[config.mk]
export PLATFORM = sky130hd
export DESIGN_NAME = etsr_cell
export DESIGN_NICKNAME = d
export VERILOG_FILES = /design/src/etsr_pkg.sv /design/src/etsr_cell.sv
export SDC_FILE = /design/constraint.sdc
export NUM_CORES = 1
export LEC_CHECK = 0
export BUFFER_PORTS_ARGS = -buffer_cell sky130_fd_sc_hd__buf_2
export CORE_MARGIN = 4
export CORE_UTILIZATION = 46
export DETAILED_ROUTE_END_ITERATION = 10
export GPL_TIMING_DRIVEN = 0
export PLACE_DENSITY_LB_ADDON = 0.08
export SLEW_MARGIN = 20
export SYNTH_ARGS = -nofsm -noshare
export SYNTH_HDL_FRONTEND = slang
export SYNTH_SLANG_ARGS = --single-unit
[constraint.sdc]
create_clock -name clk -period 10.6 [get_ports clk]
set_clock_uncertainty 0.1 [all_clocks]
set_input_delay 1.59 -clock clk [delete_from_list [all_inputs] [get_ports clk]]
set_output_delay 1.59 -clock clk [all_outputs]
set_load 0.01 [all_outputs]
[src/etsr_pkg.sv]
package etsr_pkg;

  // Table geometry
  localparam int CAPACITY = 64;
  localparam int ID_W     = 16;
  localparam int TRS_W    = 16;
  localparam int IDX_W    = $clog2(CAPACITY);
  localparam int CNT_W    = $clog2(CAPACITY + 1);

  // Operation codes
  typedef enum logic [1:0] {
    KIND_ADD    = 2'd0,
    KIND_REMOVE = 2'd1,
    KIND_LOOKUP = 2'd2
  } kind_t;

  // Result status codes
  typedef enum logic [1:0] {
    STAT_OK        = 2'd0,
    STAT_NOT_FOUND = 2'd1,
    STAT_FULL      = 2'd2
  } status_t;

  // Search token handed from cell to cell
  typedef struct packed {
    logic              active;
    logic [ID_W-1:0]   key;
    logic [CNT_W-1:0]  count;
    logic              hit;
    logic [IDX_W-1:0]  hit_idx;
    logic [ID_W-1:0]   hit_id;
    logic [TRS_W-1:0]  hit_trs;
    logic              hit_prs;
    logic [ID_W-1:0]   last_id;
    logic [TRS_W-1:0]  last_trs;
    logic              last_prs;
  } probe_t;

  // Entry write broadcast to every cell
  typedef struct packed {
    logic              en;
    logic [IDX_W-1:0]  idx;
    logic [ID_W-1:0]   id;
    logic [TRS_W-1:0]  trs;
    logic              prs;
  } wr_t;

endpackage

[src/etsr_cell.sv]
module etsr_cell
  import etsr_pkg::*;
(
  input  logic             clk,
  input  logic             rst_n,
  input  logic [IDX_W-1:0] cell_idx,
  input  wr_t              wr,
  input  probe_t           probe_in,
  output probe_t           probe_out
);

  logic [ID_W-1:0]  id_r;
  logic [TRS_W-1:0] trs_r;
  logic             prs_r;
  probe_t           probe_r;
  probe_t           probe_nxt;
  logic             in_use;
  logic             is_last;

  // Position checks against the count carried by the token
  assign in_use  = {1'b0, cell_idx} < probe_in.count;
  assign is_last = ({1'b0, cell_idx} + CNT_W'(1)) == probe_in.count;

  // Token update: first match wins, last valid entry is picked up
  always_comb begin
    probe_nxt = probe_in;
    if (probe_in.active && in_use && !probe_in.hit && (id_r == probe_in.key)) begin
      probe_nxt.hit     = 1'b1;
      probe_nxt.hit_idx = cell_idx;
      probe_nxt.hit_id  = id_r;
      probe_nxt.hit_trs = trs_r;
      probe_nxt.hit_prs = prs_r;
    end
    if (probe_in.active && is_last) begin
      probe_nxt.last_id  = id_r;
      probe_nxt.last_trs = trs_r;
      probe_nxt.last_prs = prs_r;
    end
  end

  always_ff @(posedge clk) begin
    if (!rst_n) begin
      probe_r.active <= 1'b0;
    end else begin
      probe_r <= probe_nxt;
    end
  end

  // Entry storage, written by address match
  always_ff @(posedge clk) begin
    if (wr.en && (wr.idx == cell_idx)) begin
      id_r  <= wr.id;
      trs_r <= wr.trs;
      prs_r <= wr.prs;
    end
  end

  assign probe_out = probe_r;

endmodule

# Word level (Yosys, flattened, before mapping)
# Index checks and enable logic that the tools add are counted.
# classes
add_sub_neg	1
order_cmp	1
eq_ne	3
n_mux	2
reduce_logical	6
# op_table
cell	n
39-bit 2-to-1 mux	1
33-bit 2-to-1 mux	1
16-bit equality test	1
6-bit by 1-bit adder with 7-bit output, second input constant	1
7-bit equality test	1
6-bit by 7-bit less-than comparator with 1-bit output	1
6-bit equality test	1
1-bit logical AND	5
1-bit logical NOT	1
# word_totals
reg_bits	130
word_cells	27

# Logic depth before layout (Yosys ltp)
# Gate-level depths: netlist (run 1).
# depth
ltp_word	5
ltp_mapped	8
ltp_nobuf	7

# Worst setup path before layout (run 1)
# OpenSTA, ideal clock, no wires.
# synth_timing
path_kind	in2reg
from	input port cell_idx[5]
to	register id_r[0] (enable)
setup_ns	0.506
arrival_ns	5.159
path_slack_ns	4.835
cell_stages	3
path_buffers	1
cell_sequence	buf_4 > xor2_1 > nor4_1
# synth_via
elab_chain_cells	2
# synth_lines
element	line_no	source
start, declared	etsr_cell.sv:6	input logic [IDX_W-1:0] cell_idx,
6-bit equality test	etsr_cell.sv:51	if (wr.en && (wr.idx == cell_idx)) begin
1-bit logical AND	etsr_cell.sv:51	
end signal, assigned	etsr_cell.sv:52	id_r <= wr.id;
end, declared	etsr_cell.sv:12	logic [ID_W-1:0] id_r;
# Every way passes these cells.
# A chain may end at the register's enable or synchronous reset.

==> flow_summary.json, run 1 <==
{
  "cts_num_sinks": 130,
  "overflow": 0,
  "gp_congestion": 0.808,
  "power.density_nw_per_um2": 169,
  "grt_pass1_vias": 3745,
  "report.final.slew_viol_count": 0,
  "worstHoldPathCells": 1,
  "drive_above_1_share": 0.619,
  "synthFlopType": "edfxtp_1",
  "cts_resized": 0,
  "critical_path_required_ns": 10.66,
  "hold_end": "probe_out[16]",
  "placementRows": 39,
  "finalNonFillerCells": 715,
  "cts.clk_slew.worst_paths_ns": 0.05,
  "drc": 0,
  "synth_cells": 291,
  "antenna_found_initial": 2,
  "num_vias": 3509,
  "min_period_ns": 3.68,
  "async_flop_share": 0,
  "start_util": 0.475,
  "drt_iter0_drc": 264,
  "grt_max_degree": 77,
  "setup_slack_ns": 6.92,
  "syn_nets": 443,
  "period_share": 0.347,
  "place_area_sq_um": 6960,
  "grtUsageTotal": 0.196,
  "post-dp-hpwl_um": 9830,
  "rsz0062_at_grt": "false",
  "ys_types": 32,
  "dieArea_sq_um": 13800,
  "place_inst": 682,
  "drtPass1Iterations": 4,
  "io_pins": 242,
  "grt_first_pass_wirelength_um": 20400,
  "fin_util": 0.648,
  "layout.nets": 710,
  "fin_tns_setup_ns": 0,
  "wl_per_cell_um": 18.3,
  "die_w_um": 117,
  "postSynthAreaPerCell_sq_um": 18.9,
  "min_path_type": "reg -> reg",
  "crit_chain": "buf_2 -> ha_1 -> nand4_1 -> a21oi_1 -> a211oi_1 -> o211ai_1 -> clkbuf_1 -> mux2_2",
  "viasPerCell": 4.91,
  "ant_nets": 0,
  "timing.hold.ws_ns": 0.474,
  "startpoint_type": "input pin",
  "seq_area_frac_synth": 0.708,
  "r2r_start": "id_r[1]",
  "cp-startpoint": "cell_idx[4]",
  "wirelength_um": 13100,
  "rrSetupSlack_ns": 8.09,
  "coreArea_sq_um": 11600,
  "tritoncts": "built",
  "min_from": "trs_r[15]",
  "place_ws_ns": 6.51,
  "cp-end-kind": "register",
  "ys_ff_latch": 130,
  "crit_arrival_ns": 3.74,
  "hold_viol": 0,
  "total_power_mw": 1.27,
  "post_cts_buffers": 0,
  "final_cell_mix": "buf_2, edfxtp_1, mux2_2",
  "peakVddDrop_mv": 0.115,
  "p_leak_nw": 3.24,
  "synth_area_sq_um": 5500,
  "setup_viol": 0,
  "final_common_cell": "buf_2",
  "cts_hold_buf": 0,
  "timing.rr.end": "probe_out[35]",
  "root_buffer": "clkbuf_16",
  "cp_max_fo": 10,
  "synth_edf_count": 129,
  "die_height_um": 117,
  "outcome": "complete, no violations",
  "max_cap_viol_count": 0,
  "cp_slowest_cell": "clkbuf_1",
  "syn_to_final_growth_pct": 36.3,
  "max_slew_margin": 0.490,
  "clk_latency_ns": 0.41,
  "final_area_sq_um": 7500,
  "cts.htree.levels": 4,
  "r2r_cells": 6,
  "yosysWarnings": 0,
  "clockBufferDepth": 2,
  "worst_path_largest_cell_delay_ns": 0.54,
  "tightest_slew_ns": 0.759,
  "critPathKind": "in -> reg",
  "cts_inserted_buffers": 17,
  "portBuffers": 241,
  "clock.fmax_mhz": 272
}
synthesized netlist by cell type, drive strengths merged (2+ instances only):
cell type    n  share of area
nand2b       4         0.0045
xor2         7          0.011
mux2        72           0.17
ha           7          0.016
buf          6          0.010
nand3        4         0.0036
a21oi        3         0.0027
nand4        7          0.011
edfxtp     129           0.70
inv          8         0.0055
xnor2       21          0.033
clkbuf       3         0.0020
nand2        3         0.0020
nor4         2         0.0023
o21ai        2         0.0018
critical path: cells and delay by family:
family	cells	cell delay (ns)
buf+inv	2	0.70
compound gates	3	0.58
mux	1	0.41
fa+ha+maj	1	0.34
simple gates	1	0.11
logic make-up (layout without fill, tap and decap cells):
logic type	Yosys count	after routing	share of synthesized area
other	0	2	0
AND/OR/NAND/NOR	27	27	0.0323
XOR/XNOR	28	28	0.0446
AO/OA/AOI/OAI	10	10	0.0132
adder cells (fa/ha/maj)	7	7	0.0159
multiplexers	72	72	0.168
flip-flops	130	130	0.708
buffers and inverters	17	296	0.0180
how the worst max path moves through the flow:
stage          slack, ns  depth (start not counted)             to
3_5_place_dp        6.51                          8  probe_out[35]
3_3_place_gp        2.12                          4      trs_r[15]
5_1_grt             6.80                          9  probe_out[35]
6_report            6.92                          8  probe_out[35]
4_1_cts             6.91                          8  probe_out[35]
2_1_floorplan       4.83                          3        id_r[0]
routing by layer:
layer	routed length [um]	vias up	global-route usage
li1	-	1674	-
met4	376	0	0.0953
met1	4940	1645	0.221
met2	6670	166	0.325
met5	0	-	0
met3	1070	24	0.0775
sequential cells by signal, summed over array words and instances (netlist names):
| signal | count |
|---|---|
| id_r | 16 |
| probe_out | 97 |
| prs_r | 1 |
| trs_r | 16 |
power breakdown:
group | leakage (nW) | switching (mW) | internal, mW | total (mW)
logic | 1.73 | 0.0611 | 0.0633 | 0.124
registers | 1.24 | 0.00761 | 0.601 | 0.609
clock network | 0.262 | 0.196 | 0.339 | 0.535
cell type report:
cell class / count / area, sq um
Sequential cell: 130 / 3890
Multi-Input combinational cell: 144 / 1510
Inverter: 8 / 30.0
Tap cell: 143 / 179
Clock inverter: 9 / 90.1
Buffer: 9 / 68.8
Fill cell: 893 / 4070
Antenna cell: 2 / 5.00
Clock buffer: 22 / 444
Timing Repair Buffer: 248 / 1270
Note: power is estimated with default switching activity, not from simulation.
==> inputs of run 2 (changes only) <==
--- a/config.mk
+++ b/config.mk
@@ -5,6 +5,7 @@
 export SDC_FILE = /design/constraint.sdc
 export NUM_CORES = 1
 export LEC_CHECK = 0
+export ABC_AREA = 1
 export BUFFER_PORTS_ARGS = -buffer_cell sky130_fd_sc_hd__buf_2
 export CORE_MARGIN = 4
 export CORE_UTILIZATION = 46
==> constraint.sdc (replaced) <==
create_clock -name clk -period 3.78 [get_ports clk]
set_clock_uncertainty 0.1 [all_clocks]
set_input_delay 0.567 -clock clk [delete_from_list [all_inputs] [get_ports clk]]
set_output_delay 0.567 -clock clk [all_outputs]
set_load 0.01 [all_outputs]
==> flow_summary.json, run 2 <==
{
  "dieArea_sq_um": 15200,
  "wirelength_um": 16000,
  "post_cts_buffers": 0,
  "crit_family": "buffers and inverters",
  "report.final.slew_viol_count": 0,
  "grt_pass1_vias": 5036,
  "clockBufferDepth": 2,
  "cts_resized": 0,
  "seq_area_frac_synth": 0.637,
  "period_share": 0.593,
  "place_ws_ns": 1.11,
  "antenna_cells": 0,
  "grt_max_degree": 72,
  "cts.clk_slew.worst_paths_ns": 0.06,
  "die_height_um": 123,
  "syn_to_final_growth_pct": 34.4,
  "synth.most_common_cell": "nand2_1",
  "synthFlopType": "edfxtp_1",
  "cts.htree.levels": 4,
  "critical_path_required_ns": 3.95,
  "crit_chain": "buf_2 -> ha_1 -> nand2_1 -> nand2_1 -> a21oi_1 -> nand4_1 -> inv_2 -> buf_2 -> buf_4 -> nand3_1 -> nand2_1",
  "setup_slack_ns": 1.54,
  "grt_first_pass_wirelength_um": 24200,
  "drive_above_1_share": 0.338,
  "cp-end-kind": "register",
  "start_util": 0.477,
  "synth_edf_count": 129,
  "drt_iter0_drc": 328,
  "worst_path_largest_cell_delay_ns": 0.32,
  "largest_register_ffs": 97,
  "gp_congestion": 0.805,
  "crit_arrival_ns": 2.42,
  "place_inst": 1020,
  "portBuffers": 241,
  "coreArea_sq_um": 12800,
  "min_path_type": "in -> reg",
  "startpoint_type": "input pin",
  "ant_nets": 0,
  "wl_per_cell_um": 15.2,
  "synth_cells": 603,
  "grtUsageTotal": 0.211,
  "netlist.area_leader.share": 0.634,
  "critPathBufInv": 4,
  "p_leak_nw": 3.98,
  "synthTopCellsByCount": "nand2_1, edfxtp_1, inv_1",
  "critPathKind": "in -> reg",
  "root_buffer": "clkbuf_16",
  "rsz0062_at_grt": "false",
  "outcome": "complete, no violations",
  "die_w_um": 123,
  "synth_area_sq_um": 6110,
  "postSynthAreaPerCell_sq_um": 10.1,
  "layout.nets": 1019,
  "syn_nets": 755,
  "hold_viol": 0,
  "tightest_slew_ns": 0.558,
  "grt.busiest_layer": "met2",
  "power.density_nw_per_um2": 454,
  "peakVddDrop_mv": 0.273,
  "min_period_ns": 2.24,
  "cp_max_fo": 10,
  "grt_use_met3": 0.0549,
  "setup_viol": 0,
  "cts_num_sinks": 130,
  "ys_ff_latch": 130,
  "grtUsageMet1": 0.259,
  "yosysWarnings": 0,
  "clk_latency_ns": 0.40,
  "async_flop_share": 0,
  "post-dp-hpwl_um": 11900,
  "cts_inserted_buffers": 17,
  "cts_hold_buf": 0,
  "netlist_top_cells_area": "edfxtp_1, nand2_1, nand3_1",
  "viasPerCell": 4.82,
  "cp_slowest_cell": "nand4_1",
  "overflow": 0,
  "max_slew_margin": 0.625,
  "ys_types": 28,
  "num_vias": 5073,
  "synth_top_area_cell": "edfxtp_1",
  "met2_usage": 0.353,
  "max_cap_viol_count": 0,
  "clock.fmax_mhz": 446,
  "tritoncts": "built",
  "final_common_cell": "buf_2",
  "final_cell_mix": "buf_2, nand2_1, edfxtp_1",
  "final_area_sq_um": 8220,
  "place_area_sq_um": 7620,
  "finalNonFillerCells": 1052,
  "placementRows": 41,
  "antenna_found_initial": 0,
  "io_pins": 242,
  "drc": 0,
  "fillers": 1086,
  "crit_top_cell": "nand2_1",
  "drtPass1Iterations": 5
}
run 2: cell count changes after synthesis, moves of 30 or more:
| cell | delta |
|---|---|
| mux2_2 | -42 |
| mux2_4 | -30 |
| nand3_1 | +74 |
| nand2_1 | +178 |
| inv_1 | +78 |
| o21bai_1 | +39 |
run 2: worst paths after layout:
check | start | to | slack (ns) | depth (start not counted)
worst max-delay path | cell_idx[4] | probe_out[63] | 1.54 | 11
worst min-delay path | wr[4] | trs_r[3] | 0.24 | 1
worst max register to register | id_r[6] | probe_out[48] | 1.70 | 10
worst min register to register | prs_r | probe_out[0] | 0.48 | 2
run 2: cell type report:
class	instances	area (sq um)	share of cell area
plain buffers	25	146	0.0178
clock buffers	20	437	0.0531
clock inverters	12	164	0.0199
inverters	95	357	0.0434
multi-input cells	353	1730	0.211
flip-flops and latches	130	3890	0.474
well taps	172	215	0.0262
repair buffers	245	1270	0.155
run 2: cell families after synthesis:
logic type | share of synthesized area
xor gates and xnor gates | 0.0115
DFF | 0.637
adders and majority gates | 0.0143
buffers and inverters | 0.0823
and+or+nand+nor | 0.202
AOI/OAI and AO/OA | 0.0528
run 2: worst register-to-register path, cell delays in order (launching register included):
cell and delay (ns):
edfxtp_1 0.40, inv_1 0.07, nand2_1 0.08, nand2_1 0.07, nor2_1 0.15, nand2_1 0.10, nor2_1 0.11, nand2_1 0.13
clkbuf_1 0.28, o21bai_1 0.23, nand2_1 0.09
run 2: through the flow:
stage	power (mW)	util	hold slack [ns]	setup TNS, ns
floorplan	1.88	-	0.448	0
global placement	2.07	0.588	0.456	-24.30
detailed placement	2.09	0.594	0.470	0
CTS	3.76	0.641	0.218	0
global route	3.88	0.641	0.217	0
finish	3.73	0.641	0.236	0
run 2: report_power, final:
part           switching [mW]  internal, mW
Combinational           0.214         0.158
Clock                   0.577          1.09
Sequential             0.0184          1.67
run 2: metal layers:
| layer | up-vias | share of wire |
|---|---|---|
| met4 | 0 | 0.025 |
| met1 | 2318 | 0.40 |
| met2 | 212 | 0.49 |
| met3 | 34 | 0.088 |
| met5 | - | 0 |
| li1 | 2509 | - |
==> inputs of run 3 (changes only) <==
--- a/config.mk
+++ b/config.mk
@@ -5,10 +5,10 @@
 export SDC_FILE = /design/constraint.sdc
 export NUM_CORES = 1
 export LEC_CHECK = 0
-export ABC_AREA = 1
+export ABC_AREA = 0
 export BUFFER_PORTS_ARGS = -buffer_cell sky130_fd_sc_hd__buf_2
 export CORE_MARGIN = 4
-export CORE_UTILIZATION = 46
+export CORE_UTILIZATION = 43
 export DETAILED_ROUTE_END_ITERATION = 10
 export GPL_TIMING_DRIVEN = 0
 export PLACE_DENSITY_LB_ADDON = 0.08
==> constraint.sdc (replaced) <==
create_clock -name clk -period 1.9 [get_ports clk]
set_clock_uncertainty 0.1 [all_clocks]
set_input_delay 0.285 -clock clk [delete_from_list [all_inputs] [get_ports clk]]
set_output_delay 0.285 -clock clk [all_outputs]
set_load 0.01 [all_outputs]
==> flow_summary.json, run 3 (synthesis gave the netlist of run 1 again) <==
{
  "final_cell_mix": "buf_2, edfxtp_1, mux2_4",
  "placementRows": 41,
  "cp-end-kind": "register",
  "cp_max_fo": 10,
  "cts.clk_slew.worst_paths_ns": 0.05,
  "worst_path_largest_cell_delay_ns": 0.42,
  "ant_nets": 0,
  "clock.fmax_mhz": 453,
  "drive_above_1_share": 0.622,
  "num_vias": 3792,
  "report.final.slew_viol_count": 0,
  "min_period_ns": 2.21,
  "cp_slowest_cell": "edfxtp_1",
  "max_cap_viol_count": 0,
  "swShare": 0.205,
  "wl_per_cell_um": 17.4,
  "drc": 0,
  "timing.hold.ws_ns": 0.0444,
  "gp_congestion": 0.745,
  "syn_to_final_growth_pct": 58.7,
  "viasPerCell": 4.68,
  "p_int_mw": 6.02,
  "hold_viol": 0,
  "p_switching_mw": 1.55,
  "largest_register_ffs": 97,
  "max_slew_margin": 0.734,
  "drt_iter0_drc": 205,
  "grt_first_pass_wirelength_um": 21000,
  "post-dp-hpwl_um": 10100,
  "violations": "setup timing",
  "period_share": 1.16,
  "clockBufferDepth": 2,
  "tightest_slew_ns": 0.400,
  "antenna_found_initial": 0,
  "io_pins": 242,
  "crit_arrival_ns": 2.26,
  "min_path_type": "in -> reg",
  "overflow": 0,
  "root_buffer": "clkbuf_16",
  "cts_inserted_buffers": 17,
  "portBuffers": 241,
  "grt_max_degree": 59,
  "critPathKind": "reg -> reg",
  "clkPwrFrac": 0.435,
  "drtPass1Iterations": 4,
  "die_height_um": 121,
  "clk_latency_ns": 0.40,
  "cts_num_sinks": 130,
  "die_w_um": 121,
  "rsz0062_at_grt": "true",
  "crit_chain": "xnor2_2 -> nand4_1 -> nor4b_2 -> o211ai_1 -> buf_4 -> clkbuf_8 -> mux2_4",
  "grtUsageTotal": 0.193,
  "total_power_mw": 7.57,
  "start_util": 0.438,
  "grt_pass1_vias": 3998,
  "dieArea_sq_um": 14700,
  "finalNonFillerCells": 810,
  "place_inst": 708,
  "setup_slack_ns": -0.310,
  "tritoncts": "built",
  "setup_viol": 39,
  "layout.nets": 776,
  "outcome": "complete, but fails checks",
  "power.density_nw_per_um2": 867,
  "seqPwrFrac": 0.449,
  "comb_power_share": 0.116,
  "fillers": 873,
  "critical_path_required_ns": 1.95,
  "wirelength_um": 14100,
  "peakVddDrop_mv": 0.541,
  "p_leak_nw": 3.88,
  "coreArea_sq_um": 12600,
  "cts.htree.levels": 4,
  "final_common_cell": "buf_2",
  "startpoint_type": "register"
}
==> run 3: changes by cell type in the layout (fill, tap and decap cells not counted), sizes merged, moves of 26 or more <==
| cell | previous run | this run |
|---|---|---|
| nand2 | 182 | 3 |
| inv | 89 | 7 |
| nor2 | 26 | 0 |
| nand3 | 78 | 4 |
| o21bai | 39 | 0 |
| dlygate4sd3 | 0 | 52 |
| mux2 | 0 | 72 |
==> run 3: critical path, delay by kind of cell, from the launching register on <==
family                    cells  cell delay [ns]
buffers and inverters         2             0.37
DFF                           1             0.42
AOI/OAI and AO/OA             1             0.12
and+or+nand+nor               2             0.43
muxes                         1             0.31
xor gates and xnor gates      1             0.21
==> run 3: path summary, 6_finish.rpt <==
path	slack, ns	to	from	cells after the start
worst min register to register	0.48	probe_out[45]	trs_r[11]	1
worst min-delay path	0.04	probe_out[96]	probe_in[96]	2
worst max-delay path	-0.31	probe_out[62]	id_r[1]	7
worst max register to register	-0.31	probe_out[62]	id_r[1]	7
==> run 3: area by class of cell <==
cell class	count	area (sq um)	share of cell area
Sequential cell	130	3890	0.446
Timing Repair Buffer	314	2000	0.230
Multi-Input combinational cell	144	1830	0.209
Clock buffer	20	437	0.0500
Tap cell	172	215	0.0247
Clock inverter	12	164	0.0188
Buffer	9	135	0.0155
Inverter	8	52.6	0.00602
Antenna cell	1	2.50	0.000287
==> run 3: per-layer routing <==
layer  up-vias  part of all wire  global-route usage
li1       1800                 -                   -
met1      1834              0.38               0.226
met2       147              0.53               0.332
met3        11             0.076              0.0597
met4         0             0.014              0.0715
met5         -                 0                   0
==> run 3: what timing repair did <==
action / in CTS / in global routing
hold endpoints to repair: 52 / 0
cloned: 2 / 0
setup endpoints to repair: 80 / 71
gates resized for setup: 14 / 22
setup buffers: 8 / 8
hold buffers: 52 / 0
pin swaps: 5 / 5
==> run 3: stage by stage <==
step | setup TNS [ns] | utilization | area [sq um] | worst slack, ns
final | -11.31 | 0.694 | 8730 | -0.310
after global routing | -16.85 | 0.694 | 8730 | -0.448
after CTS | -13.22 | 0.682 | 8570 | -0.357
after detailed placement | -51.35 | 0.580 | 7290 | -0.631
after global placement | -133.53 | 0.574 | 7220 | -1.46
after floorplan | -22.19 | - | 5800 | -0.396
==> run 3: power by group through the flow <==
| stage | clock network [mW] | registers (mW) | logic [mW] |
|---|---|---|---|
| final | 3.29 | 3.40 | 0.882 |
| after global routing | 3.50 | 3.41 | 0.949 |
| after CTS | 3.36 | 3.40 | 0.861 |
| after detailed placement | 0 | 3.46 | 0.758 |
| after global placement | 0 | 3.46 | 0.736 |
| after floorplan | 0 | 3.56 | 0.232 |
